## src/rtl/csma_pkg.sv

```systemverilog
// ----------------------------------------------------------------------------
// csma_pkg
// Shared types and constants of the CSMA-CA link MAC.
// ----------------------------------------------------------------------------
package csma_pkg;

  localparam logic [1:0] REQ_RX_START = 2'd0;
  localparam logic [1:0] REQ_RX_TIMER = 2'd1;
  localparam logic [1:0] REQ_TX       = 2'd2;
  localparam logic [1:0] REQ_CSMA     = 2'd3;

  localparam logic [1:0] PHY_IDLE = 2'd0;
  localparam logic [1:0] PHY_RX   = 2'd1;
  localparam logic [1:0] PHY_RXC  = 2'd2;
  localparam logic [1:0] PHY_TX   = 2'd3;

  localparam logic [1:0] TMR_NONE = 2'd0;
  localparam logic [1:0] TMR_RX   = 2'd1;
  localparam logic [1:0] TMR_CSMA = 2'd2;

  localparam logic [2:0] ST_OK       = 3'd0;
  localparam logic [2:0] ST_TOO_LONG = 3'd1;
  localparam logic [2:0] ST_FULL     = 3'd2;
  localparam logic [2:0] ST_GIVEUP   = 3'd3;
  localparam logic [2:0] ST_RX_LOST  = 3'd4;
  localparam logic [2:0] ST_RX_IGN   = 3'd5;

  localparam logic [1:0] CFG_OWN_ADDR = 2'd0;
  localparam logic [1:0] CFG_RATE     = 2'd1;
  localparam logic [1:0] CFG_MAX_LEN  = 2'd2;
  localparam logic [1:0] CFG_QLIMIT   = 2'd3;

  localparam logic [15:0] BCAST_ADDR = 16'hffff;
  localparam int          DIV_W      = 26;

  typedef struct packed {
    logic        start;
    logic [25:0] dividend;
    logic [20:0] divisor;
  } div_req_t;

  typedef struct packed {
    logic        done;
    logic [24:0] quotient;
  } div_rsp_t;

  typedef enum logic [3:0] {
    S_IDLE = 4'b0001,
    S_DIV  = 4'b0010,
    S_OUT  = 4'b0100,
    S_WAIT = 4'b1000
  } fsm_t;

endpackage

```

## src/rtl/csma_div.sv

```systemverilog
// ----------------------------------------------------------------------------
// csma_div
// Restoring divider, one quotient bit per cycle, for the airtime.
// ----------------------------------------------------------------------------
module csma_div
  import csma_pkg::*;
(
  input  logic     clk,
  input  logic     rst_n,
  input  div_req_t req,
  output div_rsp_t rsp
);

  logic [DIV_W-1:0] quo_r, quo_nxt;
  logic [21:0]      rem_r, rem_nxt;
  logic [20:0]      dvs_r, dvs_nxt;
  logic [4:0]       cnt_r, cnt_nxt;
  logic             busy_r, busy_nxt;
  logic             done_r, done_nxt;
  logic [21:0]      trial;
  logic [22:0]      diff;

  always_comb begin
    quo_nxt  = quo_r;
    rem_nxt  = rem_r;
    dvs_nxt  = dvs_r;
    cnt_nxt  = cnt_r;
    busy_nxt = busy_r;
    done_nxt = 1'b0;
    trial    = {rem_r[20:0], quo_r[DIV_W-1]};
    diff     = {1'b0, trial} - {2'b00, dvs_r};
    if (req.start) begin
      quo_nxt  = req.dividend;
      rem_nxt  = '0;
      dvs_nxt  = req.divisor;
      cnt_nxt  = 5'(DIV_W - 1);
      busy_nxt = 1'b1;
    end else if (busy_r) begin
      if (!diff[22]) begin
        rem_nxt = diff[21:0];
        quo_nxt = {quo_r[DIV_W-2:0], 1'b1};
      end else begin
        rem_nxt = trial;
        quo_nxt = {quo_r[DIV_W-2:0], 1'b0};
      end
      cnt_nxt = cnt_r - 5'd1;
      if (cnt_r == 5'd0) begin
        busy_nxt = 1'b0;
        done_nxt = 1'b1;
      end
    end
  end

  always_ff @(posedge clk) begin
    quo_r <= quo_nxt;
    rem_r <= rem_nxt;
    dvs_r <= dvs_nxt;
    cnt_r <= cnt_nxt;
    if (!rst_n) begin
      busy_r <= 1'b0;
      done_r <= 1'b0;
    end else begin
      busy_r <= busy_nxt;
      done_r <= done_nxt;
    end
  end

  assign rsp.done     = done_r;
  assign rsp.quotient = quo_r[24:0];

endmodule

```

## src/rtl/csma_ca_link_mac_unit.sv

```systemverilog
// ----------------------------------------------------------------------------
// csma_ca_link_mac_unit
// Link MAC with unslotted CSMA-CA transmit queue and one-packet receiver.
// ----------------------------------------------------------------------------
// One event word in, one result word out. Events that need an airtime
// (receive start, transmission start) run the bit-serial divider, one
// quotient bit per cycle over 26 bits, and pass through S_WAIT, S_DIV and
// S_OUT before the result word appears. All other events go from S_IDLE
// through S_OUT to the result word. One event is handled at a time; the
// result register holds its word until taken and the input stalls
// meanwhile.
module csma_ca_link_mac_unit
  import csma_pkg::*;
#(
  parameter int QUEUE_DEPTH  = 16,
  parameter int MIN_EXPONENT = 3,
  parameter int MAX_EXPONENT = 5,
  parameter int MAX_BACKOFFS = 4
) (
  input  logic        clk,
  input  logic        rst_n,
  input  logic        cfg_we,
  input  logic [1:0]  cfg_index,
  input  logic [19:0] cfg_wdata,
  input  logic        in_tvalid,
  output logic        in_tready,
  // pkt_len[11:0], pkt_dst[27:12], pkt_src[43:28], pkt_tag[51:44],
  // random_bits[56:52]
  input  logic [63:0] in_tdata,
  input  logic [1:0]  in_tuser,   // req_type
  output logic        out_tvalid,
  input  logic        out_tready,
  // timer_delay_us[24:0], deliver_valid[25], deliver_src[41:26],
  // deliver_tag[49:42], transmit_valid[50], transmit_tag[58:51],
  // event_status[61:59], phy_state_now[63:62], queue_count_now[68:64]
  output logic [71:0] out_tdata,
  output logic [1:0]  out_tuser   // timer_action
);

  localparam int QW = (QUEUE_DEPTH > 1) ? $clog2(QUEUE_DEPTH) : 1;
  localparam int CW = $clog2(QUEUE_DEPTH + 1);
  localparam int EXP_TOP = (MIN_EXPONENT > MAX_EXPONENT) ? MIN_EXPONENT : MAX_EXPONENT;
  localparam int EW = $clog2(EXP_TOP + 1);
  localparam int BW = (MAX_BACKOFFS > 0) ? $clog2(MAX_BACKOFFS + 1) : 1;

  logic [15:0] own_r;
  logic [19:0] rate_r;
  logic [11:0] maxlen_r;
  logic [4:0]  qlim_r;

  fsm_t        st_r, st_nxt;
  logic [1:0]  phy_r, phy_nxt;
  logic [15:0] rxsrc_r, rxsrc_nxt, rxdst_r, rxdst_nxt;
  logic [7:0]  rxtag_r, rxtag_nxt;
  logic [QW-1:0] head_r, head_nxt;
  logic [CW-1:0] cnt_r, cnt_nxt;
  logic [BW-1:0] bcnt_r, bcnt_nxt;
  logic [EW-1:0] bexp_r, bexp_nxt;

  logic [19:0] qmem [QUEUE_DEPTH];
  logic [19:0] qrd_r;
  logic        qwe;
  logic [QW-1:0] qwa;
  logic [CW:0] qsum;

  logic [1:0]  act_r, act_nxt;
  logic [24:0] dly_r, dly_nxt;
  logic        dv_r, dv_nxt, tv_r, tv_nxt;
  logic [15:0] dsrc_r, dsrc_nxt;
  logic [7:0]  dtag_r, dtag_nxt, ttag_r, ttag_nxt;
  logic [2:0]  stat_r, stat_nxt;
  logic        ovld_r, ovld_nxt;
  logic        div_src_r, div_src_nxt;
  logic [11:0] dlen_r, dlen_nxt;

  div_req_t    dreq;
  div_rsp_t    drsp;

  logic [1:0]  req;
  logic [11:0] len;
  logic [15:0] dst, src;
  logic [7:0]  tag;
  logic [4:0]  rnd;
  logic        acc;
  logic [CW-1:0] lim;
  logic [EW:0] be_inc;
  logic [EW-1:0] be_up;
  logic [QW-1:0] head_inc;

  assign req = in_tuser;
  assign len = in_tdata[11:0];
  assign dst = in_tdata[27:12];
  assign src = in_tdata[43:28];
  assign tag = in_tdata[51:44];
  assign rnd = in_tdata[56:52];
  assign in_tready = (st_r == S_IDLE) && !ovld_r;
  assign acc = in_tvalid && in_tready;

  function automatic logic [24:0] backoff(input logic [4:0] r, input int be);
    logic [4:0] m;
    m = 5'((32'd1 << ((be > 5) ? 5 : be)) - 32'd1);
    return 25'(r & m) * 25'd320;
  endfunction

  assign lim = (32'(qlim_r) > QUEUE_DEPTH) ? CW'(QUEUE_DEPTH) : CW'(qlim_r);
  assign be_inc = {1'b0, bexp_r} + 1'b1;
  assign be_up  = (be_inc > (EW+1)'(MAX_EXPONENT)) ? EW'(MAX_EXPONENT) : be_inc[EW-1:0];
  assign head_inc = (head_r == QW'(QUEUE_DEPTH - 1)) ? '0 : QW'(head_r + 1'b1);
  assign qsum = {1'b0, cnt_r} + (CW+1)'(head_r);

  always_comb begin
    st_nxt = st_r; phy_nxt = phy_r;
    rxsrc_nxt = rxsrc_r; rxdst_nxt = rxdst_r; rxtag_nxt = rxtag_r;
    head_nxt = head_r; cnt_nxt = cnt_r; bcnt_nxt = bcnt_r; bexp_nxt = bexp_r;
    act_nxt = act_r; dly_nxt = dly_r; dv_nxt = dv_r; dsrc_nxt = dsrc_r;
    dtag_nxt = dtag_r; tv_nxt = tv_r; ttag_nxt = ttag_r; stat_nxt = stat_r;
    ovld_nxt = ovld_r; div_src_nxt = div_src_r; dlen_nxt = dlen_r;
    qwe = 1'b0;
    qwa = (qsum >= (CW+1)'(QUEUE_DEPTH)) ? QW'(qsum - (CW+1)'(QUEUE_DEPTH))
                                          : QW'(qsum);
    dreq.start = 1'b0;
    dreq.dividend = 26'(dlen_r) * 26'd15625;
    dreq.divisor = {(rate_r == '0) ? 20'd1 : rate_r, 1'b0};
    if (ovld_r && out_tready) ovld_nxt = 1'b0;
    case (st_r)
      S_IDLE: if (acc) begin
        act_nxt = TMR_NONE; dly_nxt = '0; dv_nxt = 1'b0; dsrc_nxt = '0;
        dtag_nxt = '0; tv_nxt = 1'b0; ttag_nxt = '0; stat_nxt = ST_OK;
        st_nxt = S_OUT;
        case (req)
          REQ_RX_START: begin
            if (phy_r == PHY_TX) stat_nxt = ST_RX_IGN;
            else begin
              phy_nxt = (phy_r == PHY_IDLE) ? PHY_RX : PHY_RXC;
              rxsrc_nxt = src; rxdst_nxt = dst; rxtag_nxt = tag;
              act_nxt = TMR_RX; dlen_nxt = len; div_src_nxt = 1'b0;
              st_nxt = S_WAIT;
            end
          end
          REQ_RX_TIMER: begin
            if (phy_r == PHY_TX) stat_nxt = ST_RX_IGN;
            else begin
              if (phy_r == PHY_RX &&
                  (rxdst_r == own_r || rxdst_r == BCAST_ADDR)) begin
                dv_nxt = 1'b1; dsrc_nxt = rxsrc_r; dtag_nxt = rxtag_r;
              end else if (phy_r == PHY_RXC) stat_nxt = ST_RX_LOST;
              phy_nxt = PHY_IDLE;
            end
          end
          REQ_TX: begin
            if (len > maxlen_r) stat_nxt = ST_TOO_LONG;
            else if (cnt_r >= lim) stat_nxt = ST_FULL;
            else begin
              qwe = 1'b1;
              cnt_nxt = cnt_r + 1'b1;
              bcnt_nxt = '0; bexp_nxt = EW'(MIN_EXPONENT);
              act_nxt = TMR_CSMA; dly_nxt = backoff(rnd, MIN_EXPONENT);
            end
          end
          default: begin
            if (cnt_r != '0) begin
              if (phy_r == PHY_IDLE) begin
                phy_nxt = PHY_TX; tv_nxt = 1'b1; act_nxt = TMR_CSMA;
                div_src_nxt = 1'b1; st_nxt = S_WAIT;
              end else if (phy_r == PHY_TX) begin
                head_nxt = head_inc; cnt_nxt = cnt_r - 1'b1; phy_nxt = PHY_IDLE;
                if (cnt_r != CW'(1)) begin
                  act_nxt = TMR_CSMA; dly_nxt = backoff(rnd, MIN_EXPONENT);
                  bcnt_nxt = '0; bexp_nxt = EW'(MIN_EXPONENT);
                end
              end else if (32'(bcnt_r) + 1 > MAX_BACKOFFS) begin
                head_nxt = head_inc; cnt_nxt = cnt_r - 1'b1;
                bcnt_nxt = '0; stat_nxt = ST_GIVEUP;
                if (cnt_r != CW'(1)) begin
                  act_nxt = TMR_CSMA; dly_nxt = backoff(rnd, MIN_EXPONENT);
                  bexp_nxt = EW'(MIN_EXPONENT);
                end
              end else begin
                bcnt_nxt = BW'(bcnt_r + 1'b1); bexp_nxt = be_up;
                act_nxt = TMR_CSMA; dly_nxt = backoff(rnd, int'(be_up));
              end
            end
          end
        endcase
      end
      S_WAIT: begin
        if (div_src_r) begin
          dlen_nxt = qrd_r[11:0]; ttag_nxt = qrd_r[19:12];
        end
        st_nxt = S_DIV;
      end
      S_DIV: begin
        if (drsp.done) begin
          dly_nxt = drsp.quotient; st_nxt = S_OUT;
        end
      end
      S_OUT: begin
        ovld_nxt = 1'b1; st_nxt = S_IDLE;
      end
      default: st_nxt = S_IDLE;
    endcase
  end

  logic start_r;
  always_ff @(posedge clk) begin
    if (!rst_n) start_r <= 1'b0;
    else start_r <= (st_r == S_WAIT);
  end

  div_req_t dreq_q;
  always_comb begin
    dreq_q = dreq;
    dreq_q.start = start_r;
  end

  csma_div u_div (.clk(clk), .rst_n(rst_n), .req(dreq_q), .rsp(drsp));

  always_ff @(posedge clk) begin
    if (qwe) qmem[qwa] <= {tag, len};
    qrd_r <= qmem[head_r];
  end

  always_ff @(posedge clk) begin
    act_r <= act_nxt; dly_r <= dly_nxt; dv_r <= dv_nxt; dsrc_r <= dsrc_nxt;
    dtag_r <= dtag_nxt; tv_r <= tv_nxt; ttag_r <= ttag_nxt; stat_r <= stat_nxt;
    div_src_r <= div_src_nxt; dlen_r <= dlen_nxt;
    if (!rst_n) begin
      own_r <= '0; rate_r <= 20'd250; maxlen_r <= 12'd127; qlim_r <= 5'd16;
      st_r <= S_IDLE; phy_r <= PHY_IDLE; head_r <= '0; cnt_r <= '0;
      bcnt_r <= '0; bexp_r <= EW'(MIN_EXPONENT); ovld_r <= 1'b0;
      rxsrc_r <= '0; rxdst_r <= '0; rxtag_r <= '0;
    end else begin
      st_r <= st_nxt; phy_r <= phy_nxt; head_r <= head_nxt; cnt_r <= cnt_nxt;
      bcnt_r <= bcnt_nxt; bexp_r <= bexp_nxt; ovld_r <= ovld_nxt;
      rxsrc_r <= rxsrc_nxt; rxdst_r <= rxdst_nxt; rxtag_r <= rxtag_nxt;
      if (cfg_we) begin
        case (cfg_index)
          CFG_OWN_ADDR: own_r <= cfg_wdata[15:0];
          CFG_RATE:     rate_r <= cfg_wdata;
          CFG_MAX_LEN:  maxlen_r <= cfg_wdata[11:0];
          CFG_QLIMIT:   qlim_r <= cfg_wdata[4:0];
          default: ;
        endcase
      end
    end
  end

  assign out_tvalid = ovld_r;
  assign out_tuser  = act_r;
  assign out_tdata  = {3'b000, 5'(cnt_r), phy_r, stat_r, ttag_r, tv_r,
                       dtag_r, dsrc_r, dv_r, dly_r};

endmodule

```

## config.mk

```make
export PLATFORM = sky130hd
export DESIGN_NAME = csma_ca_link_mac_unit
export DESIGN_NICKNAME = d
export VERILOG_FILES = /design/src/rtl/csma_pkg.sv /design/src/rtl/csma_div.sv /design/src/rtl/csma_ca_link_mac_unit.sv
export SDC_FILE = /design/constraint.sdc
export NUM_CORES = 1
export LEC_CHECK = 0
export BUFFER_PORTS_ARGS = -buffer_cell sky130_fd_sc_hd__buf_2
export CAP_MARGIN = 20
export CORE_UTILIZATION = 50
export DETAILED_ROUTE_END_ITERATION = 12
export PLACE_DENSITY = 0.67
export SKIP_LAST_GASP = 1
export SLEW_MARGIN = 25
export SYNTH_ARGS = -nofsm -noshare
export SYNTH_HDL_FRONTEND = slang
export SYNTH_SLANG_ARGS = --single-unit
```

## constraint.sdc

```tcl
create_clock -name clk -period 10 [get_ports clk]
set_clock_uncertainty 0.2 [all_clocks]
set_input_delay 1 -clock clk [delete_from_list [all_inputs] [get_ports clk]]
set_output_delay 1 -clock clk [all_outputs]
set_load 0.005 [all_outputs]
```

# [Word level (Yosys, flattened, before mapping)]
# Memories as Yosys holds them, arrays and structs flattened. A register that Yosys moved wholly into a read port is not among the register bits.
# Cells that the tools add are included.
[word_totals] output_inout_bits=76 memories=1 reg_bits=267 in_bits=93 ramBits=320
[mem_list] memory="qmem" words=16 width=20 rd=1 rd_clocked_by_memory_dff=1 wr=1 line="csma_ca_link_mac_unit.sv:60" rtl="logic [19:0] qmem [QUEUE_DEPTH];"
[op_classes] order_cmp=7 addsub=11 eq_ne=27 shifts=1 multipliers=3 muxes=106 bitwise=12 reduce_logical=46
[op_table] cell="$mux 25" n=6
[op_table] cell="$pmux 25 s2" n=2
[op_table] cell="$mux 12" n=7
[op_table] cell="$mux 3" n=20
[op_table] cell="$mux 26" n=2
[op_table] cell="$mux 2" n=19
[op_table] cell="$mux 4" n=9
[op_table] cell="$mux 5" n=7
[op_table] cell="$mul 12x14->26 const B" n=1
[op_table] cell="$pmux 12 s2" n=1
[op_table] cell="$sub 22x21->23" n=1
[op_table] cell="$mux 21" n=1
[op_table] cell="$logic_not 20->1" n=1
[op_table] cell="$mux 1" n=20
[op_table] cell="$eq 16x16->1" n=1
[op_table] cell="$eq 16x16->1 const B" n=1
[op_table] cell="$mux 8" n=2
[op_table] cell="$pmux 8 s2" n=1
[op_table] cell="$reduce_and 8->1" n=2
[op_table] cell="$reduce_bool 2->1" n=8
[op_table] cell="$sub 5x1->5 const B" n=3
[op_table] cell="$ne 2x2->1 const B" n=7
[op_table] cell="$reduce_and 7->1" n=2
[op_table] cell="$gt 12x12->1" n=1
[op_table] cell="48 further kinds" n=88

# [Depth between registers and ports, before layout]
# Gate-level depths: netlist of run 1.
[logic_depth] depth_word=16 depth_mapped=18 mapped_depth_nobuf=18

# [By module]
# A second synthesis of run 1 with hierarchy kept.
[unflattened] cells_unflattened=2110 area_unflattened_um2=28363.5
[modules_own_cells] mod="csma_ca_link_mac_unit" cells_each=1726 seq_area_each_um2=14644.0 area_per_inst_um2=24207.0 instances=1
[modules_own_cells] mod="csma_div" cells_each=384 seq_area_each_um2=1971.9 area_per_inst_um2=4156.5 instances=1

# [Worst setup path after synthesis of run 1]
# No wires, ideal clock.
[synth_path] path_kind="input-to-reg" from="input in_tdata[10]" to="memory qmem[8][0] (enable)" setup_ns=0.448 path_buffers=1 t_arrival_ns=4.636 setup_slack_ns=4.716 cell_stages=9 t_required_ns=9.352 cell_sequence="ha_1 > a21o_1 > a21oi_1 > o211ai_1 > o21ai_0 > nand3_1 > or2_2 > clkbuf_1 > nor4_1"
[synth_between] elab_chain_cells=7
[synth_rtl] item="start: declaration" line="csma_ca_link_mac_unit.sv:29" rtl="input logic [63:0] in_tdata,"
[synth_rtl] item="$gt 12x12->1" line="csma_ca_link_mac_unit.sv:151" rtl="if (len > maxlen_r) stat_nxt = ST_TOO_LONG;"
[synth_rtl] item="$mux 1" line="csma_ca_link_mac_unit.sv:151"
[synth_rtl] item="$mux 1" line="csma_ca_link_mac_unit.sv:130" rtl="case (req)"
[synth_rtl] item="$mux 1" line="csma_ca_link_mac_unit.sv:126" rtl="S_IDLE: if (acc) begin"
[synth_rtl] item="$mux 1" line="csma_ca_link_mac_unit.sv:125" rtl="case (st_r)"
[synth_rtl] item="$mux 1" line="csma_ca_link_mac_unit.sv:219" rtl="if (qwe) qmem[qwa] <= {tag, len};"
[synth_rtl] item="$mux 1 (not written as such)" line="csma_ca_link_mac_unit.sv:219"
[synth_rtl] item="end: declaration" line="csma_ca_link_mac_unit.sv:60"
# No other way between the ends.

# [Final worst setup path of run 1]
[layout_path] from="register dlen_r[3]" to="register u_div.quo_r[23], data pin"
[layout_between] elab_chain_cells=2
[layout_rtl] item="start: declaration" line="csma_ca_link_mac_unit.sv:74" rtl="logic [11:0] dlen_r, dlen_nxt;"
[layout_rtl] item="start signal: assignment" line="csma_ca_link_mac_unit.sv:226" rtl="div_src_r <= div_src_nxt; dlen_r <= dlen_nxt;"
[layout_rtl] item="$mul 12x14->26" line="csma_ca_link_mac_unit.sv:122" rtl="dreq.dividend = 26'(dlen_r) * 26'd15625;"
[layout_rtl] item="$mux 26" line="csma_div.sv:32" rtl="if (req.start) begin"
[layout_rtl] item="net u_div.quo_nxt[23]" line="csma_div.sv:14" rtl="logic [DIV_W-1:0] quo_r, quo_nxt;"
[layout_rtl] item="end signal: assignment" line="csma_div.sv:55" rtl="quo_r <= quo_nxt;"
[layout_rtl] item="end: declaration" line="csma_div.sv:14"
# The timed path passes the listed nets, and every way through them passes these cells.
# A chain may end at the register's enable or synchronous reset.

==> results of run 1 <==
[power groups by stage]
stage / Sequential, mW / Clock [mW] / Combinational [mW]
2_1_floorplan: 2.85 / 0 / 0.877
4_1_cts: 2.80 / 2.33 / 1.20
6_report: 2.80 / 2.29 / 1.19
3_5_place_dp: 2.86 / 0 / 1.18
3_3_place_gp: 2.85 / 0 / 1.15
5_1_grt: 2.81 / 2.43 / 1.35
[worst reg2reg max path: stages, from the launching register on]
cell and delay (ns):
edfxtp_1 0.47, inv_1 0.14, fa_1 0.54, inv_1 0.05, ha_1 0.30, fa_1 0.48, inv_1 0.05, fa_1 0.54
inv_1 0.06, fa_1 0.43, ha_1 0.39, a211oi_1 0.31, nand2_1 0.13, or2_2 0.29, o211ai_1 0.19, o21ai_0 0.15
a21oi_1 0.19, xnor2_1 0.10, mux2_2 0.26
[routing by layer]
layer / part of all wire, % / track usage, % / vias up
met5: 0.099 / 0 / -
met4: 2.8 / 7.751 / 8
met3: 6.1 / 3.834 / 133
met2: 49 / 35.65 / 481
met1: 42 / 28.87 / 8336
li1: - / - / 7869
[final cells by class]
type	count	area [sq um]	share of cell area, %
clock inverter	32	339.1	1.070
clock buffer	83	1702	5.369
multi-input combinational	1228	10610	33.46
timing repair buffer	189	1041	3.284
inverter	126	473.0	1.492
tap	748	935.9	2.953
sequential	607	16600	52.37
[state kept, by name, indices dropped and copies added, names as in the netlist, 5 cells and up]
name,flops
u_div.rem_r,21
rate_r,20
cnt_r,5
rxsrc_r,16
ttag_r,8
u_div.dvs_r,20
dly_r,25
rxdst_r,16
u_div.quo_r,26
qmem,320
qlim_r,5
qrd_r,20
u_div.cnt_r,5
rxtag_r,8
own_r,16
dtag_r,8
dsrc_r,16
maxlen_r,12
dlen_r,12
[kinds of logic (layout without fill, tap and decap cells)]
family / Yosys count / in the layout / synth area share [%]
AO/OA/AOI/OAI: 313 / 313 / 7.647
XOR/XNOR: 56 / 56 / 1.753
adder cells (fa/ha/maj): 187 / 187 / 9.382
buffers and inverters: 234 / 430 / 3.224
flip-flops: 607 / 607 / 59.28
multiplexers: 149 / 149 / 9.936
other: 1 / 3 / 0.01340
AND/OR/NAND/NOR: 520 / 520 / 8.765
[cells in the mapped netlist (57+ instances only)]
| cell | number |
|---|---|
| and2_1 | 57 |
| dfxtp_1 | 164 |
| edfxtp_1 | 443 |
| ha_1 | 149 |
| a21oi_1 | 60 |
| nor2_1 | 64 |
| o21ai_0 | 57 |
| a21boi_0 | 78 |
| mux4_2 | 100 |
| inv_1 | 125 |
| clkbuf_1 | 92 |
| nand2_1 | 252 |
[metrics by stage]
step | power, mW | util, % | worst slack [ns] | instances
floorplan | 3.725 | - | 4.716 | 2069
global placement | 4.003 | 53.65 | 4.591 | 2896
detailed placement | 4.036 | 53.67 | 4.514 | 2897
CTS | 6.332 | 57.36 | 4.498 | 3012
global route | 6.592 | 57.42 | 4.117 | 3013
finish | 6.287 | 57.42 | 4.486 | 3013
[worst max path at each step]
stage / to / slack, ns / depth (start not counted)
after global placement: u_div.quo_r[24] / 4.59 / 17
after CTS: u_div.quo_r[23] / 4.50 / 18
final: u_div.quo_r[23] / 4.49 / 18
after global routing: u_div.quo_r[23] / 4.12 / 18
after detailed placement: u_div.quo_r[23] / 4.51 / 18
after floorplan: qmem[8][0] / 4.72 / 9
==> metrics, run 1 <==
status=complete, no violations; DRC viols=0; Critical R2R Capture=u_div.quo_r[23]; Seq pwr share=44.6%; Root Driver=clkbuf_16; Post-CTS Setup Bufs=0; drt total wl=61320 um; Avg Cell Area, Syn=13.54 sq um; CTS tree=done; RSZ-0062 raised after global routing=false; top_reg_cell synth=edfxtp_1; DRT iter0 DRCs=roughly 1.3k; cts hold-fix bufs=0; htree depth=2; commonest non-fill, non-tap cells in the layout=443 x edfxtp_1, 252 x nand2_1, 159 x dfxtp_1, 159 x buf_2, 149 x ha_1; Reg2Reg Depth=18; kind of critical path=reg2reg; synth top area cells=edfxtp_1 48%, dfxtp_1 12%, mux4_2 8.0%, ha_1 6.7%, nand2_1 3.4%; Final Hold Vio Count=0; Yosys top cell by area=edfxtp_1; DR pass1 iterations=5; layout cell share with drive strength beyond 1=between 10% and 20%; DP HPWL=slightly below 40000 um; gpl congestion=slightly below 0.9; HP Class=reg2reg; r2r setup slk=approximately 4.5 ns; CP max stage delay=approximately 0.54 ns; switching pwr=roughly 1.7 mW; IO Count=approximately 170; Critical Path RT=around 10 ns; Worst-Skew Late Latency=between 0.6 and 0.7 ns; leakage=11.70 nW; P per Cell Area=a little under 200 mW/mm^2; FILL cells=4414; register bit total from synthesis=approximately 600; wire per inst=approximately 20 um; Hold Slack=0.2566 ns; clock slew at reported path FFs=0.06 ns; # port buffers=158; placed cell area=0.02962 sq mm; Int Pwr=about 4.6 mW; reg-to-reg critical path startpoint=dlen_r[3]; final setup vio count=0; Max Cap Viol=0; Slowest-stage cell, CP=fa_1; hold path endpoint=rxtag_r[0]; n_diodes=0; GRT Total Usage=a little over a fifth; via count=roughly 17k; Die Wd=238.6 um; crit path max fanout=6; register area share after synthesis=59.28%; Setup crit start=dlen_r[3]; fin crit share=55.14%; hold path startpoint=rxtag_r[0]; grt total ovfl=0; Fmax=between 0.15 and 0.2 GHz; clk sink count=between 600 and 700; distinct cell type count after synthesis=74; initial cell density of the core=between 50% and 60%; Final TNS setup=0 ns; global-route wire length before repair=approximately 94000 um; core area=0.05520 sq mm; clock network power share=between 30% and 40%; Worst setup SP type=register; Top delay family on crit path=adder cells; Buf/Inv on CP=4; cells along the critical path=inv_1 -> fa_1 -> inv_1 -> ha_1 -> fa_1 -> inv_1 -> fa_1 -> inv_1 -> fa_1 -> ha_1 -> a211oi_1 -> nand2_1 -> or2_2 -> o211ai_1 -> o21ai_0 -> a21oi_1 -> xnor2_1 -> mux2_2; post-route antenna net violation count=0; share of the synthesized area in the top cell type=47.54%; max-slew violations=0; number of synthesized flops with an enable pin=between 400 and 500; Max VDD drop=roughly 0.00019 V; endpoint class of the critical path=register; nets=between 2k and 2.5k; FP Rows=86; DR vias/cell=roughly 5.6; Worst Hold Path Cells=2; Bufs on Longest Clock Path=3; Final min period=about 5.5 ns; Die Span Y=between 200 and 250 um; FFs w/ async S/R, synth=0%; Switching Share=a little over a quarter; number of global-route vias before repair=16.53k; post-route cell area=~0.032 sq mm; yosys warns=0; largest net degree at the start of global routing=approximately 110; slew at the pin closest to its max-slew limit=between 1 and 1.5 ns; Syn Std Cell Area=roughly 0.028 sq mm; Comb pwr share=19.0%; Die Area=roughly 0.057 sq mm; CTS resizes=0; Synth-to-Final Area Change=13.28%; most common cell after layout, fill and taps aside=edfxtp_1; Worst Path Arrival=approximately 5.7 ns; initial antenna violation count=4; Post-Synthesis Cells=2067; CTS buffer count=roughly 60; worst rel slew slack=approximately 30%
Power figures use the tool's default switching activity.
==> inputs of run 2 (changes only) <==
- ABC_AREA: not set -> 1
- PLACE_DENSITY: 0.67 -> 0.69
- clock period: 10 -> 5 ns (I/O delays scaled with it)
==> run 2 against run 1 <==
Combinational power rose to 7.3 times the previous value. Critical endpoint is now u_div.quo_r[24]. Synthesized cell count increased by 39%. Sequential share of layout area fell by 2.2 points.
==> metrics, run 2 <==
status=complete, no violations (unchanged); Commonest cells post-synth=443 x edfxtp_1, 390 x nor2_1, 352 x nand2_1 (was 443 x edfxtp_1, 252 x nand2_1, 164 x dfxtp_1); distinct cell type count after synthesis=52 (was 74); clock slew at reported path FFs=0.06 ns (about the same); Largest Register=qmem (unchanged); fin crit share=94.68% (was 55.14%); initial antenna violation count=5 (was 4); crit path max fanout=4 (was 6); yosys warns=0 (unchanged); P per Cell Area=584.0 mW/mm^2 (was 198.4 mW/mm^2); DR vias/cell=5.490 (was 5.585); register bit total from synthesis=607 (unchanged); Syn Std Cell Area=0.02889 sq mm (was 0.02798 sq mm); commonest non-fill, non-tap cells in the layout=443 x edfxtp_1, 373 x nor2_1, 352 x nand2_1, 325 x inv_1, 316 x o21ai_0 (was 443 x edfxtp_1, 252 x nand2_1, 159 x dfxtp_1, 159 x buf_2, 149 x ha_1); synth top area cells=edfxtp_1 46%, dfxtp_1 11%, ha_1 6.5%, o21ai_0 5.5%, nor2_1 5.1% (was edfxtp_1 48%, dfxtp_1 12%, mux4_2 8.0%, ha_1 6.7%, nand2_1 3.4%); Post-Synthesis Cells=2864 (was 2067); total power=19.33 mW (was 6.287 mW); Util after Layout=58.36% (was 57.42%); FP Rows=87 (was 86); via count=21.17k (was 16.83k); HP Class=in2reg (was reg2reg); share of the synthesized area in the top cell type=46.05% (was 47.54%); gpl congestion=0.9069 (was 0.8881); n_diodes=0 (unchanged); Final min period=4.734 ns (was 5.514 ns); top flop regs=qmem: 320 flops, u_div.quo_r: 26 flops, dly_r: 25 flops (unchanged); # port buffers=158 (unchanged); Fmax=0.2112 GHz (was 0.1814 GHz); Worst Hold Path Cells=1 (was 2); Root Driver=clkbuf_16 (unchanged); pre-CTS setup slack=0.2698 ns (was 4.514 ns); worst rel slew slack=29.02% (was 30.13%); Yosys top cell by area=edfxtp_1 (unchanged); final setup vio count=0 (unchanged); Reg2Reg Depth=18 (unchanged); Synth-to-Final Area Change=14.58% (was 13.28%); number of flip-flops in the largest register=320 (unchanged); Die Area=0.05874 sq mm (was 0.05691 sq mm); Max Cap Viol=0 (unchanged); slew at the pin closest to its max-slew limit=1.064 ns (was 1.048 ns); htree depth=2 (unchanged); grt total ovfl=0 (unchanged); most frequent cell after synthesis=edfxtp_1 (unchanged); nets=3327 (was 2493); CTS tree=done (unchanged); placed cell count=3688 (was 2897); Critical Path RT=5.15 ns (was 10.17 ns); Final TNS setup=0 ns (unchanged); DP HPWL=45770 um (was 38740 um); Final Hold Vio Count=0 (unchanged); Bufs on Longest Clock Path=3 (unchanged); DRC viols=0 (unchanged); top_reg_cell synth=edfxtp_1 (unchanged); Max VDD drop=0.0007379 V (was 0.0001885 V); number of synthesized flops with an enable pin=443 (unchanged); global-route wire length before repair=111500 um (was 94200 um); placed cell area=0.03047 sq mm (was 0.02962 sq mm); kind of critical path=reg2reg (unchanged); RSZ-0062 raised after global routing=true (was false); max-slew violations=0 (unchanged); CTS buffer count=61 (unchanged); FFs w/ async S/R, synth=0% (unchanged); Worst Slack Setup Final=0.2659 ns (was 4.486 ns); Avg Cell Area, Syn=10.09 sq um (was 13.54 sq um); DRT iter0 DRCs=1731 (was 1276); Layout Cells excl Fill=3856 (was 3013); Hold Slack=0.02991 ns (was 0.2566 ns); Worst Path Arrival=4.88 ns (was 5.68 ns); Worst setup SP type=register (unchanged); Worst-Skew Late Latency=0.66 ns (was 0.64 ns); IO Count=169 (unchanged); number of global-route vias before repair=20.79k (was 16.53k); core area=0.05671 sq mm (was 0.05520 sq mm); post-route cell area=0.03310 sq mm (was 0.03170 sq mm); register area share after synthesis=57.42% (was 59.28%); initial cell density of the core=50.93% (was 50.69%); largest net degree at the start of global routing=100 (was 111); post-route antenna net violation count=0 (unchanged); DR pass1 iterations=6 (was 5); Die Wd=242.4 um (was 238.6 um); layout cell share with drive strength beyond 1=12.00% (was 19.78%); most common cell after layout, fill and taps aside=edfxtp_1 (unchanged); endpoint class of the critical path=register (unchanged); leakage=13.60 nW (was 11.70 nW); drt total wl=71300 um (was 61320 um); clk sink count=607 (unchanged); GRT Total Usage=23.96% (was 21.63%); Die Span Y=242.4 um (was 238.6 um); wire per inst=18.49 um (was 20.35 um)
## run 2: repair_timing
action / in CTS / in global routing
setup buffers: 0 / 0
hold buffers: 52 / 0
endpoints found under the hold margin: 81 / 0
gates resized for setup: 0 / 0
setup endpoints to repair: 0 / 2
## run 2: per-layer routing
layer	global-route usage, %	routed length, um	vias to the layer above	part of all wire [%]
met5	0	57	-	0.080
met4	8.954	2398	10	3.4
met3	3.667	4858	183	6.8
met2	39.47	33680	720	47
met1	31.99	30310	10080	43
li1	-	-	10177	-
## run 2: logic make-up (layout without fill, tap and decap cells)
family          Yosys count  after routing  synth area share (%)
simple gates            983            983                 14.60
flops                   607            607                 57.42
compound gates          562            562                 10.88
buf+inv                 471            705                 6.302
fa+ha+maj               187            187                 9.087
xor+xnor                 42             42                 1.273
mux                      11             11                0.4288
other cells               1              3               0.01298
## run 2: area by class of cell
class	count	area (sq um)
clock buffers	91	1779
clock inverters	25	326.6
fillers	4679	23610
inverters	330	1242
multi-input cells	1788	10530
flip-flops and latches	607	16590
well taps	756	945.9
repair buffers	259	1679
## run 2: power by group
group,internal (mW),switching (mW),leakage [nW]
Combinational,3.21,5.47,7.17
Sequential,5.81,0.167,5.40
Clock,2.73,1.93,1.03
## run 2: worst max-delay path, cell delays in order, from the launching register on
cell      delay (ns)
edfxtp_1        0.36
inv_1           0.09
fa_1            0.53
inv_1           0.06
ha_1            0.32
fa_1            0.48
inv_1           0.06
fa_1            0.52
inv_1           0.05
fa_1            0.48
ha_1            0.36
a21oi_1         0.20
a21boi_0        0.21
buf_4           0.15
nand2_1         0.04
nand2_1         0.07
nand4_1         0.10
nand3_1         0.09
o21ai_0         0.08
## run 2: worst paths after layout
path,startpoint,to,slack [ns]
worst max-delay path,dlen_r[3],u_div.quo_r[24],0.27
worst min-delay path,in_tdata[47],qmem[9][15],0.03
worst max register to register,dlen_r[3],u_div.quo_r[24],0.27
worst min register to register,rate_r[13],u_div.dvs_r[14],0.26
